File: config.mk
export PLATFORM = sky130hd
export DESIGN_NAME = interrupt_priority_selector_unit
export DESIGN_NICKNAME = d
export VERILOG_FILES = /design/src/rtl/core/ips_pkg.sv /design/src/rtl/core/ips_cfg_regs.sv /design/src/rtl/core/ips_select.sv /design/src/rtl/core/interrupt_priority_selector_unit.sv
export SDC_FILE = /design/constraint.sdc
export NUM_CORES = 1
export LEC_CHECK = 0
export BUFFER_PORTS_ARGS = -buffer_cell sky130_fd_sc_hd__buf_2
export CAP_MARGIN = 20
export CORE_ASPECT_RATIO = 0.6
export CORE_MARGIN = 2
export CORE_UTILIZATION = 55
export DETAILED_ROUTE_END_ITERATION = 8
export PLACE_DENSITY = 0.82
export SKIP_CTS_REPAIR_TIMING = 1
export SLEW_MARGIN = 20
export SYNTH_ARGS = -nofsm -noshare
export SYNTH_HDL_FRONTEND = slang
export SYNTH_SLANG_ARGS = --single-unit
export TNS_END_PERCENT = 5
File: constraint.sdc
create_clock -name clk -period 8.6 [get_ports clk]
set_input_delay 1.29 -clock clk [delete_from_list [all_inputs] [get_ports clk]]
set_output_delay 1.29 -clock clk [all_outputs]
set_load 0.05 [all_outputs]
File: src/rtl/core/ips_pkg.sv
// ----------------------------------------------------------------------------
// ips_pkg
// Shared types, constants and tables for the interrupt priority selector.
// ----------------------------------------------------------------------------
package ips_pkg;

	// number of interrupt sources and derived widths
	localparam int NUM_SRC   = 15;
	localparam int SRC_W     = 4;
	localparam int PRIO_W    = 4;
	localparam int CODE_W    = 12;
	localparam int REG_W     = 16;
	localparam int SR_W      = 32;
	localparam int CFG_IDX_W = 2;

	// status word fields
	localparam int SR_BLOCK_BIT = 28;
	localparam int SR_MASK_LO   = 4;

	// write masks for the stored-only registers
	localparam logic [REG_W-1:0] CTRL_MASK   = 16'hC380;
	localparam logic [REG_W-1:0] PRIO_B_MASK = 16'hFFF0;

	// register indexes on the config port
	typedef enum logic [CFG_IDX_W-1:0] {
		REG_CTRL   = 2'd0,
		REG_PRIO_A = 2'd1,
		REG_PRIO_B = 2'd2,
		REG_PRIO_C = 2'd3
	} reg_idx_t;

	// source group boundaries
	localparam logic [SRC_W-1:0] SRC_EXT0   = 4'd0;
	localparam logic [SRC_W-1:0] SRC_EXT1   = 4'd1;
	localparam logic [SRC_W-1:0] SRC_EXT2   = 4'd2;
	localparam logic [SRC_W-1:0] SRC_TMR0   = 4'd3;
	localparam logic [SRC_W-1:0] SRC_TMR1   = 4'd4;
	localparam logic [SRC_W-1:0] SRC_TMR2   = 4'd5;
	localparam logic [SRC_W-1:0] SRC_DMA_LO = 4'd6;
	localparam logic [SRC_W-1:0] SRC_DMA_HI = 4'd10;
	localparam logic [SRC_W-1:0] SRC_SER_LO = 4'd11;
	localparam logic [SRC_W-1:0] SRC_SER_HI = 4'd14;

	// fixed priorities of the external levels
	localparam logic [PRIO_W-1:0] PRIO_EXT0 = 4'd6;
	localparam logic [PRIO_W-1:0] PRIO_EXT1 = 4'd4;
	localparam logic [PRIO_W-1:0] PRIO_EXT2 = 4'd2;

	// register file contents
	typedef struct packed {
		logic [REG_W-1:0] ctrl;
		logic [REG_W-1:0] prio_a;
		logic [REG_W-1:0] prio_b;
		logic [REG_W-1:0] prio_c;
	} cfg_regs_t;

	// one compare candidate, also the selection result
	typedef struct packed {
		logic              vld;
		logic [SRC_W-1:0]  src;
		logic [PRIO_W-1:0] prio;
		logic [CODE_W-1:0] code;
	} sel_t;

	// event code per source
	function automatic logic [CODE_W-1:0] event_code_of(input logic [SRC_W-1:0] s);
		logic [CODE_W-1:0] c;
		case (s)
			4'd0:    c = 12'h320;
			4'd1:    c = 12'h360;
			4'd2:    c = 12'h3A0;
			4'd3:    c = 12'h400;
			4'd4:    c = 12'h420;
			4'd5:    c = 12'h440;
			4'd6:    c = 12'h640;
			4'd7:    c = 12'h660;
			4'd8:    c = 12'h680;
			4'd9:    c = 12'h6A0;
			4'd10:   c = 12'h6C0;
			4'd11:   c = 12'h700;
			4'd12:   c = 12'h720;
			4'd13:   c = 12'h740;
			4'd14:   c = 12'h760;
			default: c = '0;
		endcase
		return c;
	endfunction

endpackage

File: src/rtl/core/ips_cfg_regs.sv
// ----------------------------------------------------------------------------
// ips_cfg_regs
// Configuration register file: control, priority A, B and C registers.
// ----------------------------------------------------------------------------
module ips_cfg_regs (
	input  logic                          clk,
	input  logic                          arst_n,
	input  logic                          cfg_valid,
	output logic                          cfg_ready,
	input  logic [ips_pkg::CFG_IDX_W-1:0] cfg_index,
	input  logic [ips_pkg::REG_W-1:0]     cfg_data,
	output ips_pkg::cfg_regs_t            regs
);
	import ips_pkg::*;

	cfg_regs_t regs_q;

	// writes are always taken
	assign cfg_ready = 1'b1;

	// register write, masked where the register has reserved bits
	always_ff @(posedge clk or negedge arst_n) begin
		if (!arst_n) begin
			regs_q <= '0;
		end else if (cfg_valid && cfg_ready) begin
			case (reg_idx_t'(cfg_index))
				REG_CTRL:   regs_q.ctrl   <= cfg_data & CTRL_MASK;
				REG_PRIO_A: regs_q.prio_a <= cfg_data;
				REG_PRIO_B: regs_q.prio_b <= cfg_data & PRIO_B_MASK;
				REG_PRIO_C: regs_q.prio_c <= cfg_data;
				default:    regs_q.ctrl   <= regs_q.ctrl;
			endcase
		end
	end

	assign regs = regs_q;

endmodule

File: src/rtl/core/ips_select.sv
// ----------------------------------------------------------------------------
// ips_select
// Eligibility check and 16-leaf priority compare tree over the sources.
// ----------------------------------------------------------------------------
module ips_select (
	input  logic [ips_pkg::NUM_SRC-1:0] pending,
	input  logic [ips_pkg::SR_W-1:0]    status_word,
	input  ips_pkg::cfg_regs_t          regs,
	output ips_pkg::sel_t               result
);
	import ips_pkg::*;

	logic [PRIO_W-1:0] mask;
	logic              blocked;
	logic [15:0]       pend_leaf;
	sel_t              l0 [16];
	sel_t              l1 [8];
	sel_t              l2 [4];
	sel_t              l3 [2];
	sel_t              root;

	// priority of each source from the fixed levels and the registers
	function automatic logic [PRIO_W-1:0] prio_of(
		input logic [SRC_W-1:0] s,
		input logic [REG_W-1:0] pa,
		input logic [REG_W-1:0] pc
	);
		logic [PRIO_W-1:0] p;
		case (s) inside
			SRC_EXT0:                 p = PRIO_EXT0;
			SRC_EXT1:                 p = PRIO_EXT1;
			SRC_EXT2:                 p = PRIO_EXT2;
			SRC_TMR0:                 p = pa[15:12];
			SRC_TMR1:                 p = pa[11:8];
			SRC_TMR2:                 p = pa[7:4];
			[SRC_DMA_LO:SRC_DMA_HI]: p = pc[11:8];
			[SRC_SER_LO:SRC_SER_HI]: p = pc[7:4];
			default:                  p = '0;
		endcase
		return p;
	endfunction

	// pick b over a only on strictly higher priority, so ties keep the lower index
	function automatic sel_t pick(input sel_t a, input sel_t b);
		return (b.vld && (!a.vld || (b.prio > a.prio))) ? b : a;
	endfunction

	assign mask    = status_word[SR_MASK_LO +: PRIO_W];
	assign blocked = status_word[SR_BLOCK_BIT];

	// pending lines padded to the leaf count, the spare leaf never pending
	assign pend_leaf = {1'b0, pending};

	// leaves: one candidate per source, last leaf unused
	always_comb begin
		for (int i = 0; i < 16; i++) begin
			l0[i].src  = SRC_W'(i);
			l0[i].prio = prio_of(SRC_W'(i), regs.prio_a, regs.prio_c);
			l0[i].code = event_code_of(SRC_W'(i));
			l0[i].vld  = pend_leaf[i] && !blocked && (l0[i].prio > mask);
		end
	end

	// compare tree
	always_comb begin
		for (int i = 0; i < 8; i++) l1[i] = pick(l0[2*i], l0[2*i+1]);
		for (int i = 0; i < 4; i++) l2[i] = pick(l1[2*i], l1[2*i+1]);
		for (int i = 0; i < 2; i++) l3[i] = pick(l2[2*i], l2[2*i+1]);
		root = pick(l3[0], l3[1]);
	end

	// zero the fields when nothing wins
	always_comb begin
		result = root.vld ? root : '0;
	end

endmodule

File: src/rtl/core/interrupt_priority_selector_unit.sv
// ----------------------------------------------------------------------------
// interrupt_priority_selector_unit
// Pending-line tracker with a prioritized interrupt select per item.
// ----------------------------------------------------------------------------
//  channel  | handshake                 | payload
//  ---------+---------------------------+----------------------------------------
//  item     | item_valid / item_stall   | op, source_id, line_level, status_register
//  result   | result_valid / result_stall | selected_valid, selected_source,
//           |                           | event_code, selected_priority
//  cfg      | cfg_valid / cfg_ready     | cfg_index, cfg_data
//
//  Two register stages: the input register, then the result register. One item
//  is taken per cycle unless a stalled result backs up both stages. The pending
//  update and the 15-way compare tree sit between the two.
//  Reset clears the pending lines, the configuration registers and both stage valids.
//  A stalled result holds; item_stall rises only when both stages are full
//  and the result is stalled.
// ----------------------------------------------------------------------------
module interrupt_priority_selector_unit (
	input  logic                          clk,
	input  logic                          arst_n,
	// item channel
	input  logic                          item_valid,
	output logic                          item_stall,
	input  logic                          op,
	input  logic [ips_pkg::SRC_W-1:0]     source_id,
	input  logic                          line_level,
	input  logic [ips_pkg::SR_W-1:0]      status_register,
	// result channel
	output logic                          result_valid,
	input  logic                          result_stall,
	output logic                          selected_valid,
	output logic [ips_pkg::SRC_W-1:0]     selected_source,
	output logic [ips_pkg::CODE_W-1:0]    event_code,
	output logic [ips_pkg::PRIO_W-1:0]    selected_priority,
	// config channel
	input  logic                          cfg_valid,
	output logic                          cfg_ready,
	input  logic [ips_pkg::CFG_IDX_W-1:0] cfg_index,
	input  logic [ips_pkg::REG_W-1:0]     cfg_data
);
	import ips_pkg::*;

	cfg_regs_t          regs;
	logic               vld_s1;
	logic               op_s1;
	logic [SRC_W-1:0]   src_s1;
	logic               level_s1;
	logic [SR_W-1:0]    sr_s1;
	logic               vld_s2;
	sel_t               res_s2;
	sel_t               sel;
	logic [NUM_SRC-1:0] pending_q;
	logic [NUM_SRC-1:0] upd_mask;
	logic [NUM_SRC-1:0] pending_next;
	logic               s2_load;
	logic               s1_adv;
	logic               s1_load;

	// register file
	ips_cfg_regs u_regs (
		.clk       (clk),
		.arst_n    (arst_n),
		.cfg_valid (cfg_valid),
		.cfg_ready (cfg_ready),
		.cfg_index (cfg_index),
		.cfg_data  (cfg_data),
		.regs      (regs)
	);

	// stage flow control
	assign s2_load    = !vld_s2 || !result_stall;
	assign s1_adv     = vld_s1 && s2_load;
	assign s1_load    = !vld_s1 || s1_adv;
	assign item_stall = !s1_load;

	// input register
	always_ff @(posedge clk or negedge arst_n) begin
		if (!arst_n) begin
			vld_s1 <= 1'b0;
		end else if (s1_load) begin
			vld_s1 <= item_valid;
		end
	end

	always_ff @(posedge clk) begin
		if (s1_load && item_valid) begin
			op_s1    <= op;
			src_s1   <= source_id;
			level_s1 <= line_level;
			sr_s1    <= status_register;
		end
	end

	// pending line update; an index past the last source shifts out to nothing
	assign upd_mask     = op_s1 ? (NUM_SRC'(1) << src_s1) : '0;
	assign pending_next = level_s1 ? (pending_q | upd_mask) : (pending_q & ~upd_mask);

	always_ff @(posedge clk or negedge arst_n) begin
		if (!arst_n) begin
			pending_q <= '0;
		end else if (s1_adv) begin
			pending_q <= pending_next;
		end
	end

	// selection on the updated lines
	ips_select u_select (
		.pending     (pending_next),
		.status_word (sr_s1),
		.regs        (regs),
		.result      (sel)
	);

	// result register
	always_ff @(posedge clk or negedge arst_n) begin
		if (!arst_n) begin
			vld_s2 <= 1'b0;
		end else if (s2_load) begin
			vld_s2 <= vld_s1;
		end
	end

	always_ff @(posedge clk) begin
		if (s1_adv) begin
			res_s2 <= sel;
		end
	end

	assign result_valid      = vld_s2;
	assign selected_valid    = res_s2.vld;
	assign selected_source   = res_s2.src;
	assign event_code        = res_s2.code;
	assign selected_priority = res_s2.prio;

endmodule

==> results of run 1 <==
-- placed cells by master, fill, tap and decap left out, types with 9 or more instances in the layout --
master	instances
a211oi_1	9
o21ai_0	26
nor2_1	29
clkbuf_16	10
nor2b_1	12
nand4_1	10
mux2_2	38
a21oi_1	24
buf_2	46
ha_1	49
nand3_1	14
mux2i_1	11
edfxtp_1	26
dfrtp_1	37
inv_1	23
o21a_1	9
nand2_1	30
-- routing by layer --
metal,vias to the layer above,track usage [%],wire length (um)
met3,16,7.26,948
met2,170,38.8,5010
met5,-,0,0
li1,1833,-,-
met4,0,5.62,119
met1,1909,37.6,5390
-- worst paths after layout --
check	start	end	slack, ns	cells past startpoint
setup reg to reg	src_s1[1]$_DFFE_PP_	selected_source[1]$_SDFFCE_PN0P_	0.56	31
hold / removal	vld_s1$_DFFE_PN0N_	result_valid$_DFFE_PN0P_	0.49	1
min in group asynchronous	arst_n	u_regs.regs[9]$_DFFE_PN0P_	1.07	1
setup / recovery	src_s1[1]$_DFFE_PP_	selected_source[1]$_SDFFCE_PN0P_	0.56	31
max in group asynchronous	arst_n	pending_q[14]$_DFFE_PN0P_	6.99	1
hold reg to reg	vld_s1$_DFFE_PN0N_	result_valid$_DFFE_PN0P_	0.49	1
-- power groups by stage --
stage	registers [mW]	logic, mW	clock network, mW
finish	0.443	0.547	0.352
floorplan	0.491	0.366	0
CTS	0.441	0.539	0.355
global placement	0.442	0.505	0
global route	0.450	0.603	0.373
detailed placement	0.446	0.534	0
-- stage by stage --
| stage | util (%) | setup slack, ns |
|---|---|---|
| after floorplan | - | 1.59 |
| after global placement | 59.5 | 1.06 |
| after detailed placement | 59.5 | 0.805 |
| after CTS | 62.9 | 0.731 |
| after global routing | 62.9 | 0.0595 |
| final | 62.9 | 0.559 |
-- registers in the layout (all words and copies together), names as in the netlist --
signal	cells
u_regs.regs	20
src_s1	4
level_s1	1
vld_s1	1
selected_valid	1
selected_priority	4
op_s1	1
result_valid	1
selected_source	4
event_code	6
pending_q	15
sr_s1	5
-- worst max-delay path, delay by kind of cell (launching register included) --
kind,cells,cell delay (ns)
adders and majority gates,3,0.94
and+or+nand+nor,10,1.50
muxes,1,0.37
DFF,1,0.78
buffers and inverters,1,0.16
AOI/OAI and AO/OA,16,4.00
-- final cells by class --
class | count | area [sq um] | share of cell area (%)
multi-input combinational | 364 | 2830 | 53.1
tap | 112 | 140 | 2.63
timing repair buffer | 49 | 253 | 4.75
inverter | 24 | 103 | 1.93
sequential | 63 | 1710 | 32.1
clock inverter | 5 | 38.8 | 0.729
clock buffer | 11 | 254 | 4.77
-- kinds of logic after synthesis --
kind of cell    share of synthesized area (%)
compound gates                           18.9
other cells                             0.158
flops                                    35.9
simple gates                             15.9
mux                                      11.3
buf+inv                                  4.95
fa+ha+maj                                12.9
==> results.sh, run 1 <==
export IMPL_status="finished clean"
export IMPL_peakVddDrop_uv=135
export IMPL_swShare_pct=40.0
export IMPL_ys_ff_latch=63
export IMPL_leakagePower_nw=2.38
export IMPL_routabilityCongestion=0.929
export IMPL_antennaDiodeCount=0
export IMPL_whs_ns=0.485
export IMPL_grt_total_usage_pct=25.9
export IMPL_crit_type="reg2reg"
export IMPL_hold_path_class="reg2reg"
export IMPL_synth_common_cells="49 x ha_1, 38 x mux2_2, 37 x dfrtp_1, 30 x nand2_1, 29 x nor2_1"
export IMPL_worst_pin_slew_ns=0.861
export IMPL_cts_tree="built"
export IMPL_synthTopCellsByArea="dfrtp_1 19%, edfxtp_1 16%, ha_1 13%"
export IMPL_antenna_found_initial=0
export IMPL_maxSlewViolCount=0
export IMPL_ioPinCount=85
export IMPL_combPwrFrac_pct=40.7
export IMPL_insertion_delay_ns=0.34
export IMPL_period_needed_ns=8.04
export IMPL_dieHeight_um=76
export IMPL_grt_max_degree=38
export IMPL_crit_path_max_incr_delay_ns=0.78
export IMPL_grt_pass1_wl_um=18700
export IMPL_fill_cells=720
export IMPL_synth_edf_count=26
export IMPL_cts_root_buf="clkbuf_16"
export IMPL_synth_main_ff_cell="dfrtp_1"
export IMPL_hpwl_um=8780
export IMPL_post_dp_cell_area_sq_mm=0.00503
export IMPL_first_pass_iters=5
export IMPL_cts_buffers_inserted=9
export IMPL_coreArea_sq_mm=0.00846
export IMPL_yosysTopAreaCellShare_pct=19.5
export IMPL_crit_slowest_cell="edfxtp_1"
export IMPL_crit_fanout=19
export IMPL_avgSynthCellArea_sq_um=10.2
export IMPL_setup_viol=0
export IMPL_final_antenna_net_count=0
export IMPL_area_growth_pct=12.0
export IMPL_syn_cell_area_sq_mm=0.00475
export IMPL_cts_clk_slew_worst_paths_ns=0.06
export IMPL_p_total_mw=1.34
export IMPL_p_switching_mw=0.536
export IMPL_synth_cell_types=72
export IMPL_cp_end_kind="flop"
export IMPL_layout_drive_gt1_share_pct=24.4
export IMPL_synth_warnings=0
export IMPL_maxCapViolations=0
export IMPL_grt_pass1_vias=3765
export IMPL_rsz0062_at_grt="no"
export IMPL_arrival_ns=8.12
export IMPL_avgRoutedWirePerCell_um=18.3
export IMPL_die_x_um=124
export IMPL_clkPwrFrac_pct=26.3
export IMPL_layout_cells_non_filler=628
export IMPL_via_count=3928
export IMPL_h_tree_depth=3
export IMPL_nets=621
export IMPL_max_freq_mhz=124
export IMPL_fin_skew_ns=0.00703
export IMPL_fin_tns_setup_ns=0
export IMPL_routed_wl_um=11500
export IMPL_via_per_inst=6.25
export IMPL_start_kind="flop"
export IMPL_finalInstanceArea_sq_mm=0.00532
export IMPL_cts_max_path_buffers=2
export IMPL_drtIter0Drc=388
export IMPL_cts_sinks=63
export IMPL_portBuffers=46
export IMPL_seq_power_share_pct=33.0
export IMPL_crit_required_ns=8.68
export IMPL_fp_dieArea_sq_mm=0.00942
export IMPL_yosysMostFrequentCell="ha_1"
export IMPL_post_place_cells=612
export IMPL_final_hold_viol_count=0
export IMPL_p_int_mw=0.805
export IMPL_start_util_pct=56.2
export IMPL_relSlewSlack_pct=42.6
export IMPL_cpMostUsedCell="o21a_1"
export IMPL_synth_seq_area_share_pct=35.9
export IMPL_synthArstFlopShare_pct=58.7
export IMPL_power_per_cell_area_mw_per_mm2=252
export IMPL_core_rowCount=26
export IMPL_grt_overflow=0
export IMPL_drc_errors=0
export IMPL_synthCells=467
export IMPL_synth_top_cell_by_area="dfrtp_1"
export IMPL_fin_crit_sh_pct=93.5
Power figures use the tool's default switching activity.
==> run 2, diff against run 1 <==
--- a/config.mk
+++ b/config.mk
@@ -8,7 +8,7 @@
 export BUFFER_PORTS_ARGS = -buffer_cell sky130_fd_sc_hd__buf_2
 export CAP_MARGIN = 20
 export CORE_ASPECT_RATIO = 0.6
-export CORE_MARGIN = 2
+export CORE_MARGIN = 1
 export CORE_UTILIZATION = 55
 export DETAILED_ROUTE_END_ITERATION = 8
 export PLACE_DENSITY = 0.82
==> results.sh, run 2 (synthesis gave the netlist of run 1 again) <==
export IMPL_via_count=3926
export IMPL_crit_slowest_cell="edfxtp_1"
export IMPL_die_x_um=122
export IMPL_start_kind="flop"
export IMPL_maxSlewViolCount=0
export IMPL_crit_fanout=21
export IMPL_routabilityCongestion=0.916
export IMPL_cts_clk_slew_worst_paths_ns=0.05
export IMPL_h_tree_depth=3
export IMPL_cts_buffers_inserted=9
export IMPL_cpMostUsedCell="o21a_1"
export IMPL_final_antenna_net_count=0
export IMPL_drtIter0Drc=281
export IMPL_max_freq_mhz=124
export IMPL_cts_max_path_buffers=2
export IMPL_final_hold_viol_count=0
export IMPL_whs_ns=0.486
export IMPL_grt_pass1_vias=3693
export IMPL_fin_tns_setup_ns=0
export IMPL_crit_type="reg2reg"
export IMPL_status="finished clean"
export IMPL_p_total_mw=1.32
export IMPL_worst_pin_slew_ns=0.870
export IMPL_routed_wl_um=11300
export IMPL_grt_total_usage_pct=27.6
export IMPL_largest_reg_flops=20
export IMPL_grt_pass1_wl_um=18700
export IMPL_crit_required_ns=8.69
export IMPL_power_per_cell_area_mw_per_mm2=249
export IMPL_relSlewSlack_pct=42.0
export IMPL_insertion_delay_ns=0.34
export IMPL_fin_skew_ns=0.00643
export IMPL_ioPinCount=85
export IMPL_maxCapViolations=0
export IMPL_arrival_ns=8.18
export IMPL_avgRoutedWirePerCell_um=18.2
export IMPL_portBuffers=46
export IMPL_via_per_inst=6.30
export IMPL_cts_sinks=63
export IMPL_cts_root_buf="clkbuf_16"
export IMPL_period_needed_ns=8.10
export IMPL_drc_errors=0
export IMPL_crit_path_max_incr_delay_ns=0.83
export IMPL_fp_dieArea_sq_mm=0.00903
export IMPL_grt_max_degree=38
export IMPL_core_rowCount=25
export IMPL_final_common_cell="ha_1"
export IMPL_peakVddDrop_uv=157
export IMPL_layout_drive_gt1_share_pct=24.3
export IMPL_rsz0062_at_grt="no"
export IMPL_dieHeight_um=74
export IMPL_post_dp_cell_area_sq_mm=0.00502
export IMPL_coreArea_sq_mm=0.00813
export IMPL_first_pass_iters=5
export IMPL_cp_end_kind="flop"
export IMPL_fin_util_pct=65.1
export IMPL_fin_crit_sh_pct=94.1
export IMPL_antennaDiodeCount=0
export IMPL_hpwl_um=8610
export IMPL_setup_viol=0
export IMPL_leakagePower_nw=2.37
export IMPL_area_growth_pct=11.4
export IMPL_cts_tree="built"
export IMPL_nets=620
export IMPL_layout_common_cells="49 x ha_1, 46 x buf_2, 38 x mux2_2"
export IMPL_hold_path_class="reg2reg"
export IMPL_antenna_found_initial=0
export IMPL_finalInstanceArea_sq_mm=0.00529
export IMPL_start_util_pct=58.4
export IMPL_grt_overflow=0
## run 2: cell count changes in the layout (fill, tap and decap cells not counted), sizes merged
cell and change:
inv -1, buf -1, clkinv +1
## run 2: path summary, 6_finish.rpt
check                      slack (ns)  cells after the start                                to                start
hold reg to reg                  0.49                      1          result_valid$_DFFE_PN0P_   vld_s1$_DFFE_PN0N_
setup / recovery                 0.50                     31  selected_source[1]$_SDFFCE_PN0P_  src_s1[0]$_DFFE_PP_
setup reg to reg                 0.50                     31  selected_source[1]$_SDFFCE_PN0P_  src_s1[0]$_DFFE_PP_
hold / removal                   0.49                      1          result_valid$_DFFE_PN0P_   vld_s1$_DFFE_PN0N_
max in group asynchronous        6.99                      1         pending_q[13]$_DFFE_PN0P_               arst_n
min in group asynchronous        1.06                      1       u_regs.regs[40]$_DFFE_PN0P_               arst_n
## run 2: area by class of cell
type,count,area (sq um)
Timing Repair Buffer,48,245
Clock buffer,11,243
Inverter,24,103
Tap cell,108,135
Multi-Input combinational cell,364,2830
Fill cell,648,2840
Clock inverter,5,32.5
Sequential cell,63,1710
## run 2: power breakdown
part	switching, mW	internal [mW]	total, mW
logic	0.334	0.205	0.539
clock network	0.134	0.202	0.337
registers	0.0598	0.385	0.444
## run 2: stage by stage
| step | std cells | worst slack (ns) |
|---|---|---|
| 5_1_grt | 623 | 0.0426 |
| 4_1_cts | 623 | 0.687 |
| 3_3_place_gp | 607 | 0.999 |
| 2_1_floorplan | 472 | 1.59 |
| 3_5_place_dp | 607 | 0.728 |
| 6_report | 623 | 0.505 |
## run 2: metal layers
layer | part of all wire (%) | routed length, um | global-route usage [%]
met5 | 0 | 0 | 0
met4 | 2.0 | 229 | 9.60
met3 | 7.1 | 804 | 5.75
met2 | 43 | 4820 | 41.4
met1 | 48 | 5460 | 39.7
## run 2: worst max-delay path: cells and delay by family (launching register included)
family | cells | cell delay (ns)
AO/OA/AOI/OAI | 15 | 3.86
multiplexers | 1 | 0.41
adder cells (fa/ha/maj) | 3 | 0.94
flip-flops | 1 | 0.83
AND/OR/NAND/NOR | 11 | 1.62
buffers and inverters | 1 | 0.17
==> run 3, diff against run 2 <==
==> constraint.sdc (replaced) <==
create_clock -name clk -period 9.9 [get_ports clk]
set_input_delay 1.485 -clock clk [delete_from_list [all_inputs] [get_ports clk]]
set_output_delay 1.485 -clock clk [all_outputs]
set_load 0.05 [all_outputs]
==> results.sh, run 3 (synthesis gave the netlist of run 1 again) <==
export IMPL_maxCapViolations=0
export IMPL_power_per_cell_area_mw_per_mm2=216
export IMPL_final_common_cell="ha_1"
export IMPL_grt_pass1_wl_um=18800
export IMPL_fin_skew_ns=0.00893
export IMPL_rsz0062_at_grt="no"
export IMPL_grt_total_usage_pct=27.7
export IMPL_crit_required_ns=9.98
export IMPL_h_tree_depth=3
export IMPL_arrival_ns=8.75
export IMPL_area_growth_pct=11.1
export IMPL_post_dp_cell_area_sq_mm=0.00500
export IMPL_crit_slowest_cell="edfxtp_1"
export IMPL_drc_errors=0
export IMPL_start_kind="flop"
export IMPL_via_per_inst=6.37
export IMPL_first_pass_iters=5
export IMPL_grt_pass1_vias=3766
export IMPL_fp_dieArea_sq_mm=0.00903
export IMPL_die_x_um=122
export IMPL_antenna_found_initial=0
export IMPL_finalInstanceArea_sq_mm=0.00528
export IMPL_insertion_delay_ns=0.34
export IMPL_path_buf_inv=1
export IMPL_fin_tns_setup_ns=0
export IMPL_worst_pin_slew_ns=0.920
export IMPL_crit_type="reg2reg"
export IMPL_final_hold_viol_count=0
export IMPL_cts_clk_slew_worst_paths_ns=0.05
export IMPL_grt_overflow=0
export IMPL_cts_tree="built"
export IMPL_setup_viol=0
export IMPL_status="finished clean"
export IMPL_cpLargestDelayFamily="compound AO/OA/AOI/OAI gates"
export IMPL_cts_sinks=63
export IMPL_routabilityCongestion=0.919
export IMPL_layout_common_cells="49 x ha_1, 46 x buf_2, 38 x mux2_2"
export IMPL_hold_path_class="reg2reg"
export IMPL_fin_crit_sh_pct=87.6
export IMPL_fin_util_pct=64.9
export IMPL_dieHeight_um=74
export IMPL_via_count=3954
export IMPL_drtIter0Drc=388
export IMPL_hpwl_um=8740
export IMPL_max_freq_mhz=115
export IMPL_nets=618
export IMPL_peakVddDrop_uv=136
export IMPL_cts_root_buf="clkbuf_16"
export IMPL_leakagePower_nw=2.36
export IMPL_maxSlewViolCount=0
export IMPL_portBuffers=46
export IMPL_coreArea_sq_mm=0.00813
export IMPL_routed_wl_um=11500
export IMPL_crit_path_max_incr_delay_ns=0.83
export IMPL_cts_max_path_buffers=2
export IMPL_final_antenna_net_count=0
export IMPL_layout_drive_gt1_share_pct=23.8
export IMPL_cp_end_kind="flop"
export IMPL_largest_reg_flops=20
export IMPL_grt_max_degree=38
export IMPL_antennaDiodeCount=0
export IMPL_core_rowCount=25
export IMPL_start_util_pct=58.4
export IMPL_relSlewSlack_pct=38.2
export IMPL_crit_fanout=19
export IMPL_fill_cells=664
export IMPL_avgRoutedWirePerCell_um=18.5
export IMPL_ioPinCount=85
export IMPL_period_needed_ns=8.67
export IMPL_cts_buffers_inserted=9
run 3: changes by cell type in the layout (fill, tap and decap cells not counted), sizes merged:
cell	delta
clkinvlp	+1
clkinv	-1
buf	-2
run 3: final timing paths:
path	startpoint	endpoint	slack [ns]	cells past startpoint
worst max-delay path	src_s1[1]$_DFFE_PP_	selected_source[1]$_SDFFCE_PN0P_	1.23	31
worst min-delay path	pending_q[10]$_DFFE_PN0P_	pending_q[10]$_DFFE_PN0P_	0.48	2
worst max register to register	src_s1[1]$_DFFE_PP_	selected_source[1]$_SDFFCE_PN0P_	1.23	31
worst min register to register	pending_q[10]$_DFFE_PN0P_	pending_q[10]$_DFFE_PN0P_	0.48	2
max in group asynchronous	arst_n	result_valid$_DFFE_PN0P_	8.09	1
min in group asynchronous	arst_n	u_regs.regs[8]$_DFFE_PN0P_	1.26	1
run 3: cell type report:
class | count | area (sq um) | area share [%]
Clock buffer | 11 | 243 | 4.60
Clock inverter | 5 | 32.5 | 0.616
Inverter | 24 | 103 | 1.94
Multi-Input combinational cell | 364 | 2830 | 53.6
Sequential cell | 63 | 1710 | 32.3
Tap cell | 108 | 135 | 2.56
Timing Repair Buffer | 46 | 230 | 4.36
run 3: routing by layer:
layer / GRT usage [%] / wire length, um / up-vias
li1: - / - / 1835
met1: 38.7 / 5290 / 1921
met2: 41.4 / 4980 / 174
met3: 7.52 / 984 / 24
met4: 10.0 / 250 / 0
met5: 0 / 0 / -
run 3: power by group:
group	leakage [nW]	internal, mW	switching, mW	total, mW
registers	0.709	0.334	0.0523	0.386
clock network	0.130	0.175	0.113	0.289
logic	1.52	0.177	0.290	0.467
run 3: tightest hold or removal path, cell delays in order, from the launching register on:
cell	delay (ns)
dfrtp_1	0.34
nand2_1	0.05
o21ai_0	0.06
run 3: metrics by stage:
stage	hold WS (ns)	setup WS [ns]	std cells	total power [mW]
3_5_place_dp	0.472	1.36	605	0.847
3_3_place_gp	0.464	1.66	605	0.820
4_1_cts	0.481	1.33	621	1.14
5_1_grt	0.505	0.562	621	1.21
2_1_floorplan	0.444	2.89	472	0.744
6_report	0.484	1.23	621	1.14
